`config.mk`:
```
export PLATFORM = sky130hd
export DESIGN_NAME = refcounted_udp_port_table
export DESIGN_NICKNAME = d
export VERILOG_FILES = /design/src/hdl/udpt_pkg.sv /design/src/hdl/udpt_table.sv /design/src/hdl/udpt_ctrl.sv /design/src/hdl/refcounted_udp_port_table.sv
export SDC_FILE = /design/constraint.sdc
export NUM_CORES = 1
export LEC_CHECK = 0
export BUFFER_PORTS_ARGS = -buffer_cell sky130_fd_sc_hd__buf_2
export CAP_MARGIN = 15
export CORE_MARGIN = 2
export CORE_UTILIZATION = 57
export CTS_CLUSTER_SIZE = 12
export DETAILED_ROUTE_END_ITERATION = 16
export PLACE_DENSITY = 0.76
export SYNTH_ARGS = -nofsm -noshare
export SYNTH_HDL_FRONTEND = slang
export SYNTH_SLANG_ARGS = --single-unit
```
`constraint.sdc`:
```
create_clock -name clk -period 5.9 [get_ports clk]
set_clock_uncertainty 0.2 [all_clocks]
set_input_delay 1.18 -clock clk [delete_from_list [all_inputs] [get_ports clk]]
set_output_delay 1.18 -clock clk [all_outputs]
set_load 0.02 [all_outputs]
```
`src/hdl/udpt_pkg.sv`:
```
// ---------------------------------------------------------------------------
// UDP port table package
// Shared constants, codes and interface structs of the reference counted
// UDP destination port table.
// ---------------------------------------------------------------------------
package udpt_pkg;

	// Table geometry.
	localparam int MAX_ENTRIES = 8;
	localparam int IDX_W       = (MAX_ENTRIES > 1) ? $clog2(MAX_ENTRIES) : 1;
	localparam int CNT_W       = $clog2(MAX_ENTRIES + 1);
	localparam int CFG_W       = 4;
	localparam int LIM_W       = (CNT_W > CFG_W) ? CNT_W : CFG_W;
	localparam int PORT_W      = 16;
	localparam int REFS_W      = 16;
	localparam int INUSE_W     = 4;

	// Reset contents and limits.
	localparam logic [PORT_W-1:0] RESET_PORT    = 16'd4789;
	localparam logic [REFS_W-1:0] REFS_MAX      = 16'hFFFF;
	localparam logic [CFG_W-1:0]  DEFAULT_LIMIT = 4'd4;
	localparam logic [CFG_W-1:0]  CFG_RESET     = 4'd4;

	// Request codes; the unused code is served as a lookup.
	typedef enum logic [1:0] {
		REQ_LOOKUP = 2'd0,
		REQ_ADD    = 2'd1,
		REQ_DEL    = 2'd2
	} req_t;

	// Result status codes.
	typedef enum logic [1:0] {
		ST_OK      = 2'd0,
		ST_FULL    = 2'd1,
		ST_MISSING = 2'd2
	} status_t;

	// Outcome of the parallel compare against the table.
	typedef struct packed {
		logic              hit;
		logic [IDX_W-1:0]  hit_idx;
		logic [REFS_W-1:0] hit_refs;
		logic              free;
		logic [IDX_W-1:0]  free_idx;
	} match_t;

	// One table update.
	typedef struct packed {
		logic              en;
		logic [IDX_W-1:0]  idx;
		logic              set_valid;
		logic              clr_valid;
		logic [PORT_W-1:0] port;
		logic [REFS_W-1:0] refs;
		logic              cnt_inc;
		logic              cnt_dec;
	} wr_t;

	// One result item.
	typedef struct packed {
		status_t            status;
		logic               hit;
		logic [REFS_W-1:0]  ref_count;
		logic               hw_add_cmd;
		logic               hw_del_cmd;
		logic [INUSE_W-1:0] ports_in_use;
	} res_t;

endpackage

```
`src/hdl/udpt_table.sv`:
```
// ---------------------------------------------------------------------------
// UDP port table storage
// Holds the entries and the in-use count, compares a port against every
// valid entry at once and applies one update per cycle.
// ---------------------------------------------------------------------------
module udpt_table (
	input  logic                         clk,
	input  logic                         arst_n,
	input  logic [udpt_pkg::PORT_W-1:0]  lookup_port,
	input  udpt_pkg::wr_t                wr,
	output udpt_pkg::match_t             match,
	output logic [udpt_pkg::CNT_W-1:0]   port_count
);

	logic [udpt_pkg::MAX_ENTRIES-1:0] valid_q;
	logic [udpt_pkg::PORT_W-1:0]      port_q [udpt_pkg::MAX_ENTRIES];
	logic [udpt_pkg::REFS_W-1:0]      refs_q [udpt_pkg::MAX_ENTRIES];
	logic [udpt_pkg::CNT_W-1:0]       count_q;

	// Parallel compare; scanning downward leaves the lowest index selected.
	always_comb begin
		match = '0;
		for (int i = udpt_pkg::MAX_ENTRIES - 1; i >= 0; i--) begin
			if (valid_q[i] && port_q[i] == lookup_port) begin
				match.hit     = 1'b1;
				match.hit_idx = udpt_pkg::IDX_W'(i);
			end
			if (!valid_q[i]) begin
				match.free     = 1'b1;
				match.free_idx = udpt_pkg::IDX_W'(i);
			end
		end
		match.hit_refs = refs_q[match.hit_idx];
	end

	// Entry storage; entry zero starts out holding the default port.
	always_ff @(posedge clk or negedge arst_n) begin
		if (!arst_n) begin
			valid_q   <= udpt_pkg::MAX_ENTRIES'(1);
			for (int i = 0; i < udpt_pkg::MAX_ENTRIES; i++) begin
				port_q[i] <= '0;
				refs_q[i] <= '0;
			end
			port_q[0] <= udpt_pkg::RESET_PORT;
			refs_q[0] <= udpt_pkg::REFS_W'(1);
			count_q   <= udpt_pkg::CNT_W'(1);
		end else if (wr.en) begin
			refs_q[wr.idx] <= wr.refs;
			if (wr.set_valid) begin
				valid_q[wr.idx] <= 1'b1;
				port_q[wr.idx]  <= wr.port;
			end
			if (wr.clr_valid) begin
				valid_q[wr.idx] <= 1'b0;
			end
			if (wr.cnt_inc) begin
				count_q <= count_q + udpt_pkg::CNT_W'(1);
			end else if (wr.cnt_dec) begin
				count_q <= count_q - udpt_pkg::CNT_W'(1);
			end
		end
	end

	assign port_count = count_q;

endmodule

```
`src/hdl/udpt_ctrl.sv`:
```
// ---------------------------------------------------------------------------
// UDP port table request logic
// Decides the outcome of one request from the compare result and builds
// the table update and the result item.
// ---------------------------------------------------------------------------
module udpt_ctrl (
	input  logic [1:0]                   req_type,
	input  logic [udpt_pkg::PORT_W-1:0]  dst_port,
	input  logic [udpt_pkg::CFG_W-1:0]   max_ports,
	input  udpt_pkg::match_t             match,
	input  logic [udpt_pkg::CNT_W-1:0]   port_count,
	output udpt_pkg::wr_t                wr,
	output udpt_pkg::res_t               res
);

	logic [udpt_pkg::LIM_W-1:0] limit;
	logic [udpt_pkg::LIM_W-1:0] count_ext;
	logic [udpt_pkg::CNT_W-1:0] count_next;

	// A zero limit means the default; the limit never exceeds the table size.
	always_comb begin
		limit = (max_ports == '0) ? udpt_pkg::LIM_W'(udpt_pkg::DEFAULT_LIMIT)
		                          : udpt_pkg::LIM_W'(max_ports);
		if (limit > udpt_pkg::LIM_W'(udpt_pkg::MAX_ENTRIES)) begin
			limit = udpt_pkg::LIM_W'(udpt_pkg::MAX_ENTRIES);
		end
		count_ext = udpt_pkg::LIM_W'(port_count);
	end

	// Request decision.
	always_comb begin
		wr             = '0;
		wr.idx         = match.hit_idx;
		wr.port        = dst_port;
		res            = '0;
		res.status     = udpt_pkg::ST_OK;
		res.hit        = match.hit;
		case (req_type)
			udpt_pkg::REQ_ADD: begin
				if (match.hit) begin
					wr.en  = 1'b1;
					wr.refs = (match.hit_refs < udpt_pkg::REFS_MAX)
					        ? match.hit_refs + udpt_pkg::REFS_W'(1) : match.hit_refs;
					res.ref_count = wr.refs;
				end else if (count_ext >= limit || !match.free) begin
					res.status = udpt_pkg::ST_FULL;
				end else begin
					wr.en          = 1'b1;
					wr.idx         = match.free_idx;
					wr.set_valid   = 1'b1;
					wr.refs        = udpt_pkg::REFS_W'(1);
					wr.cnt_inc     = 1'b1;
					res.ref_count  = udpt_pkg::REFS_W'(1);
					res.hw_add_cmd = 1'b1;
				end
			end
			udpt_pkg::REQ_DEL: begin
				if (!match.hit) begin
					res.status = udpt_pkg::ST_MISSING;
				end else begin
					wr.en   = 1'b1;
					wr.refs = (match.hit_refs != '0)
					        ? match.hit_refs - udpt_pkg::REFS_W'(1) : match.hit_refs;
					res.ref_count = wr.refs;
					if (wr.refs == '0) begin
						wr.clr_valid   = 1'b1;
						wr.cnt_dec     = (port_count != '0);
						res.hw_del_cmd = 1'b1;
					end
				end
			end
			default: begin
				if (!match.hit) begin
					res.status = udpt_pkg::ST_MISSING;
				end else begin
					res.ref_count = match.hit_refs;
				end
			end
		endcase

		// Count as it stands once this request is applied.
		count_next = port_count;
		if (wr.cnt_inc) begin
			count_next = port_count + udpt_pkg::CNT_W'(1);
		end else if (wr.cnt_dec) begin
			count_next = port_count - udpt_pkg::CNT_W'(1);
		end
		res.ports_in_use = udpt_pkg::INUSE_W'(count_next);
	end

endmodule

```
`src/hdl/refcounted_udp_port_table.sv`:
```
// ---------------------------------------------------------------------------
// Reference counted UDP port table
// Top level: input register, request logic, table and result register.
// ---------------------------------------------------------------------------
// Each transfer on the slave stream is one request: tuser carries the
// request type (0 lookup, 1 add reference, 2 delete reference) and tdata
// the UDP destination port. Each request yields exactly one transfer on
// the master stream, in order.
// The request is captured in an input register; once the result register
// can take it, the compare against all entries, the decision and the table
// update happen together and the result is captured in the output register.
// The result is presented on the master stream from the result register, and
// one request is taken every cycle while the receiver does not stall; the table
// read-modify-write and the result capture happen in the same cycle.
// When the receiver stalls, the result register holds, the input register
// fills, and then s_axis_tready drops until the result is taken.
// The cfg channel writes the port limit; it is always ready.
// Reset leaves the table with port 4789 at count 1 in entry zero, all
// other entries free, and the limit at 4.
// ---------------------------------------------------------------------------
module refcounted_udp_port_table (
	input  logic        clk,
	input  logic        arst_n,
	input  logic        cfg_valid,
	output logic        cfg_ready,
	input  logic [3:0]  cfg_data,      // max_ports
	input  logic        s_axis_tvalid,
	output logic        s_axis_tready,
	input  logic [15:0] s_axis_tdata,  // dst_port[15:0]
	input  logic [1:0]  s_axis_tuser,  // req_type[1:0]
	output logic        m_axis_tvalid,
	input  logic        m_axis_tready,
	// hit[0], ref_count[16:1], hw_add_cmd[17], hw_del_cmd[18],
	// ports_in_use[22:19], zero[23]
	output logic [23:0] m_axis_tdata,
	output logic [1:0]  m_axis_tuser   // status[1:0]
);

	logic [udpt_pkg::CFG_W-1:0]  max_ports_q;
	logic                        in_valid_s1;
	logic [1:0]                  req_s1;
	logic [udpt_pkg::PORT_W-1:0] port_s1;
	logic                        out_valid_s2;
	udpt_pkg::res_t              res_s2;

	udpt_pkg::match_t            match;
	udpt_pkg::wr_t               wr_req;
	udpt_pkg::wr_t               wr;
	udpt_pkg::res_t              res;
	logic [udpt_pkg::CNT_W-1:0]  port_count;
	logic                        s2_ready;
	logic                        fire_s1;

	// Limit register.
	assign cfg_ready = 1'b1;
	always_ff @(posedge clk or negedge arst_n) begin
		if (!arst_n) begin
			max_ports_q <= udpt_pkg::CFG_RESET;
		end else if (cfg_valid) begin
			max_ports_q <= cfg_data;
		end
	end

	// Pipeline flow control.
	assign s2_ready      = !out_valid_s2 || m_axis_tready;
	assign fire_s1       = in_valid_s1 && s2_ready;
	assign s_axis_tready = !in_valid_s1 || s2_ready;

	// Input register.
	always_ff @(posedge clk or negedge arst_n) begin
		if (!arst_n) begin
			in_valid_s1 <= 1'b0;
			req_s1      <= '0;
			port_s1     <= '0;
		end else if (s_axis_tready) begin
			in_valid_s1 <= s_axis_tvalid;
			if (s_axis_tvalid) begin
				req_s1  <= s_axis_tuser;
				port_s1 <= s_axis_tdata;
			end
		end
	end

	udpt_table u_table (
		.clk         (clk),
		.arst_n      (arst_n),
		.lookup_port (port_s1),
		.wr          (wr),
		.match       (match),
		.port_count  (port_count)
	);

	udpt_ctrl u_ctrl (
		.req_type   (req_s1),
		.dst_port   (port_s1),
		.max_ports  (max_ports_q),
		.match      (match),
		.port_count (port_count),
		.wr         (wr_req),
		.res        (res)
	);

	// The table changes only when the request moves into the result register.
	always_comb begin
		wr    = wr_req;
		wr.en = wr_req.en && fire_s1;
	end

	// Result register.
	always_ff @(posedge clk or negedge arst_n) begin
		if (!arst_n) begin
			out_valid_s2 <= 1'b0;
			res_s2       <= '0;
		end else if (s2_ready) begin
			out_valid_s2 <= in_valid_s1;
			if (in_valid_s1) begin
				res_s2 <= res;
			end
		end
	end

	assign m_axis_tvalid = out_valid_s2;
	assign m_axis_tuser  = res_s2.status;
	assign m_axis_tdata  = {1'b0, res_s2.ports_in_use, res_s2.hw_del_cmd,
	                        res_s2.hw_add_cmd, res_s2.ref_count, res_s2.hit};

	// A result never installs and removes a port at once.
	a_add_del_excl: assert property (@(posedge clk) disable iff (!arst_n)
		out_valid_s2 |-> !(res_s2.hw_add_cmd && res_s2.hw_del_cmd))
		else $error("result both installs and removes a port");

	// Failed requests report a zero count and issue no command.
	a_fail_clean: assert property (@(posedge clk) disable iff (!arst_n)
		(out_valid_s2 && res_s2.status != udpt_pkg::ST_OK) |->
		(res_s2.ref_count == '0 && !res_s2.hw_add_cmd && !res_s2.hw_del_cmd))
		else $error("failed request carries a count or a command");

	// The in-use count never exceeds the table size.
	a_count_bound: assert property (@(posedge clk) disable iff (!arst_n)
		port_count <= udpt_pkg::CNT_W'(udpt_pkg::MAX_ENTRIES))
		else $error("in-use count beyond table size");

	// An install raises the in-use count by one in the next cycle.
	a_install_count: assert property (@(posedge clk) disable iff (!arst_n)
		(wr.en && wr.cnt_inc) |=> port_count == $past(port_count) + udpt_pkg::CNT_W'(1))
		else $error("install did not raise the in-use count");

endmodule
```
==> results_dict.tcl <==
set metrics [dict create \
    status "completed" \
    min_period_over_period_pct 96.9 \
    vias_per_cell 6.30 \
    drc 0 \
    port_buffers 53 \
    n_fill_cell 2277 \
    arrival_ns 5.98 \
    cts_buffer_depth 3 \
    syn_inst 1629 \
    syn_nets 1666 \
    hpwlAfterDp_mm 36.4 \
    grt.overflow.total 0 \
    num_vias 13700 \
    track_usage_pct 31.8 \
    synth_area_mm2 0.0173 \
    final_util_pct 67.4 \
    yosysWarnings 0 \
    path_class "flop to flop" \
    synth_seq_cells 317 \
    grt_max_degree 113 \
    maxSlewViolCount 0 \
    async_reset_ff_share_pct 100 \
    min_period_ns 5.72 \
    die-height_um 178 \
    grt_pass1_wl_mm 77.4 \
    setup_viol 0 \
    num_io_pins 56 \
    drt_iter0_drc 1204 \
    antenna_cells 0 \
    drive_gt1_share_pct 32.4 \
    die-area_mm2 0.0317 \
    max_cap_viol_count 0 \
    tritoncts "built" \
    clock_latency_ns 0.53 \
    power_mw 5.82 \
    fp-row-count 63 \
    yosysUniqueCellTypes 105 \
    final.setup.tns_ns 0 \
    holdWs_ns 0.271 \
    fmaxAchievable_mhz 175 \
    antenna_found_initial 0 \
    stdcell_area_mm2 0.0200 \
    area_delta_synth_final_pct 16.1 \
    synthFlopType "dfrtp_1" \
    h-tree-depth 2 \
    fin_nets 1800 \
    start_kind "flop" \
    worstMarginPinSlew_ns 1.10 \
    hold_violations 0 \
    dpl.cell_count 2111 \
    coreArea_mm2 0.0297 \
    crit_path_end_kind "flop" \
    yosysSeqAreaShare_pct 46.0 \
    ant_nets 0 \
    pre_cts_slack_ns 0.0443 \
    clk_pin_slew_ns 0.06 \
    vdd_ir_drop_max_mv 0.296 \
    drt_pass1_iterations 7 \
    initial_core_util_pct 58.1 \
    syn_area_per_cell_um2 10.6 \
    slew_headroom_pct 26.5 \
    synth-edff-count 0 \
    p_leak_nw 9.03 \
    wirelength_mm 49.7 \
    power.density_mw_per_mm2 290 \
    wl_per_cell_um 22.9 \
    cts_made_buffers 36 \
    final_cells 2175 \
    clockRootBuffer "clkbuf_16" \
    path_max_fanout 21 \
    required_ns 6.17 \
    clock-sinks 317 \
    fin_ws_ns 0.184 \
    die_w_um 178 \
    hold_path_class "flop to flop" \
    gp_congestion 1.03 \
    hold_buffers 0 \
    first_global_vias 13800 \
    placed_cell_area_mm2 0.0186 \
]
-- cell families after synthesis --
logic type	share of synthesized area [%]
other	0.0435
buffers and inverters	3.72
AOI/OAI and AO/OA	12.4
adders and majority gates	0.724
DFF	46.0
muxes	14.7
xor gates and xnor gates	6.94
and+or+nand+nor	15.4
-- state kept, by name, indices dropped and copies added, names as in the netlist --
name and flops:
port_s1 16, req_s1 2, m_axis_tvalid 1, u_table.port_count 4, u_table.valid_q 8, in_valid_s1 1
u_table.refs_q 128, u_table.port_q 128, m_axis_tuser 2, max_ports_q 4, m_axis_tdata 23
-- metal layers --
metal	routed length, um	vias to the layer above	global-route usage, %	share of wire [%]
li1	-	6172	-	-
met1	20100	6806	39.8	40
met2	24000	557	53.8	48
met3	2960	173	4.65	6.0
met4	2660	0	16.0	5.4
met5	0	-	0	0
-- layout make-up --
cell class	instances	area, um^2	share of cell area, %
repair buffers	198	1450	7.22
clock buffers	48	1020	5.08
inverters	31	116	0.581
well taps	390	488	2.43
clock inverters	12	100	0.499
multi-input cells	1179	8920	44.5
flip-flops and latches	317	7950	39.7
-- timing repair --
action | in CTS | in global routing
gates resized for setup | 1 | 49
setup endpoints to repair | 1 | 109
pin swaps | 0 | 4
buffers inserted | 0 | 4
-- worst paths after layout --
check / start / end / slack (ns) / depth (start not counted)
setup / recovery: port_s1[11] / u_table.refs_q[33] / 0.18 / 20
max in group asynchronous: arst_n / u_table.refs_q[114] / 3.89 / 2
setup reg to reg: port_s1[11] / u_table.refs_q[33] / 0.18 / 20
hold / removal: m_axis_tdata[9] / m_axis_tdata[9] / 0.27 / 2
hold reg to reg: m_axis_tdata[9] / m_axis_tdata[9] / 0.27 / 2
min in group asynchronous: arst_n / m_axis_tdata[19] / 0.52 / 1
-- synthesized netlist by cell type (8+ instances only) --
master,count,area [um^2]
dfrtp_1,306,7660
mux2_2,210,2360
nand2_1,170,638
nor2_1,100,375
xnor2_1,97,850
o21ai_0,91,455
clkbuf_1,59,221
nand4_1,45,282
xor2_1,38,333
a21oi_1,33,165
nand3_1,33,165
inv_1,31,116
nor3_1,26,130
buf_2,23,115
nor4_1,21,131
mux2i_1,18,180
a211oi_1,13,97.6
a221oi_1,13,114
or2_2,12,75.1
a31oi_1,11,68.8
buf_6,11,124
dfstp_2,11,289
or4_1,11,82.6
and2_1,10,62.6
ha_1,10,125
nor3b_1,10,75.1
nor3_2,9,90.1
a21o_1,8,60.1
o22a_1,8,70.1
-- power breakdown --
part	leakage [nW]	switching (mW)	internal, mW
clock network	0.558	0.898	1.25
registers	4.27	0.130	2.32
logic	4.21	0.720	0.498
-- worst max-delay path: stages, from the launching register on --
cell     delay (ns)
dfrtp_1        0.43
buf_12         0.18
xor2_1         0.17
or4_1          0.55
or4_4          0.57
o22ai_4        0.23
a211o_4        0.19
nand3_4        0.14
buf_6          0.22
o311a_1        0.40
nor3_2         0.29
buf_4          0.23
and4_1         0.24
nand4_1        0.27
or2_1          0.40
buf_4          0.18
o22ai_1        0.13
nand2_1        0.10
a21oi_1        0.16
buf_4          0.20
mux2_2         0.17
-- cell usage in the layout, fill, tap and decap left out, types with 6 or more instances in the layout --
cell type    n
dfstp_2     11
xnor2_1     93
or4_1       10
clkbuf_1     7
a31oi_1     11
nor4_1      18
a221oi_1     6
nor2_1      98
a21o_1       8
and3_1       7
xor2_1      38
o22a_1       7
a21oi_1     32
nand4_1     45
buf_12       6
clkinv_2     9
a221oi_2    12
clkbuf_16   38
buf_4      137
a211oi_1    11
a21oi_2      7
ha_1        10
a41oi_1      7
nand2b_1     7
or2_2       12
dfrtp_1    303
mux2i_1     17
mux2_2     210
buf_2       52
nand3_1     33
nor3b_1     10
nor3_2      11
nand2_1    167
and2_1       9
inv_1       31
o21ai_0     90
nor3_1      23
Power figures use the tool's default switching activity.
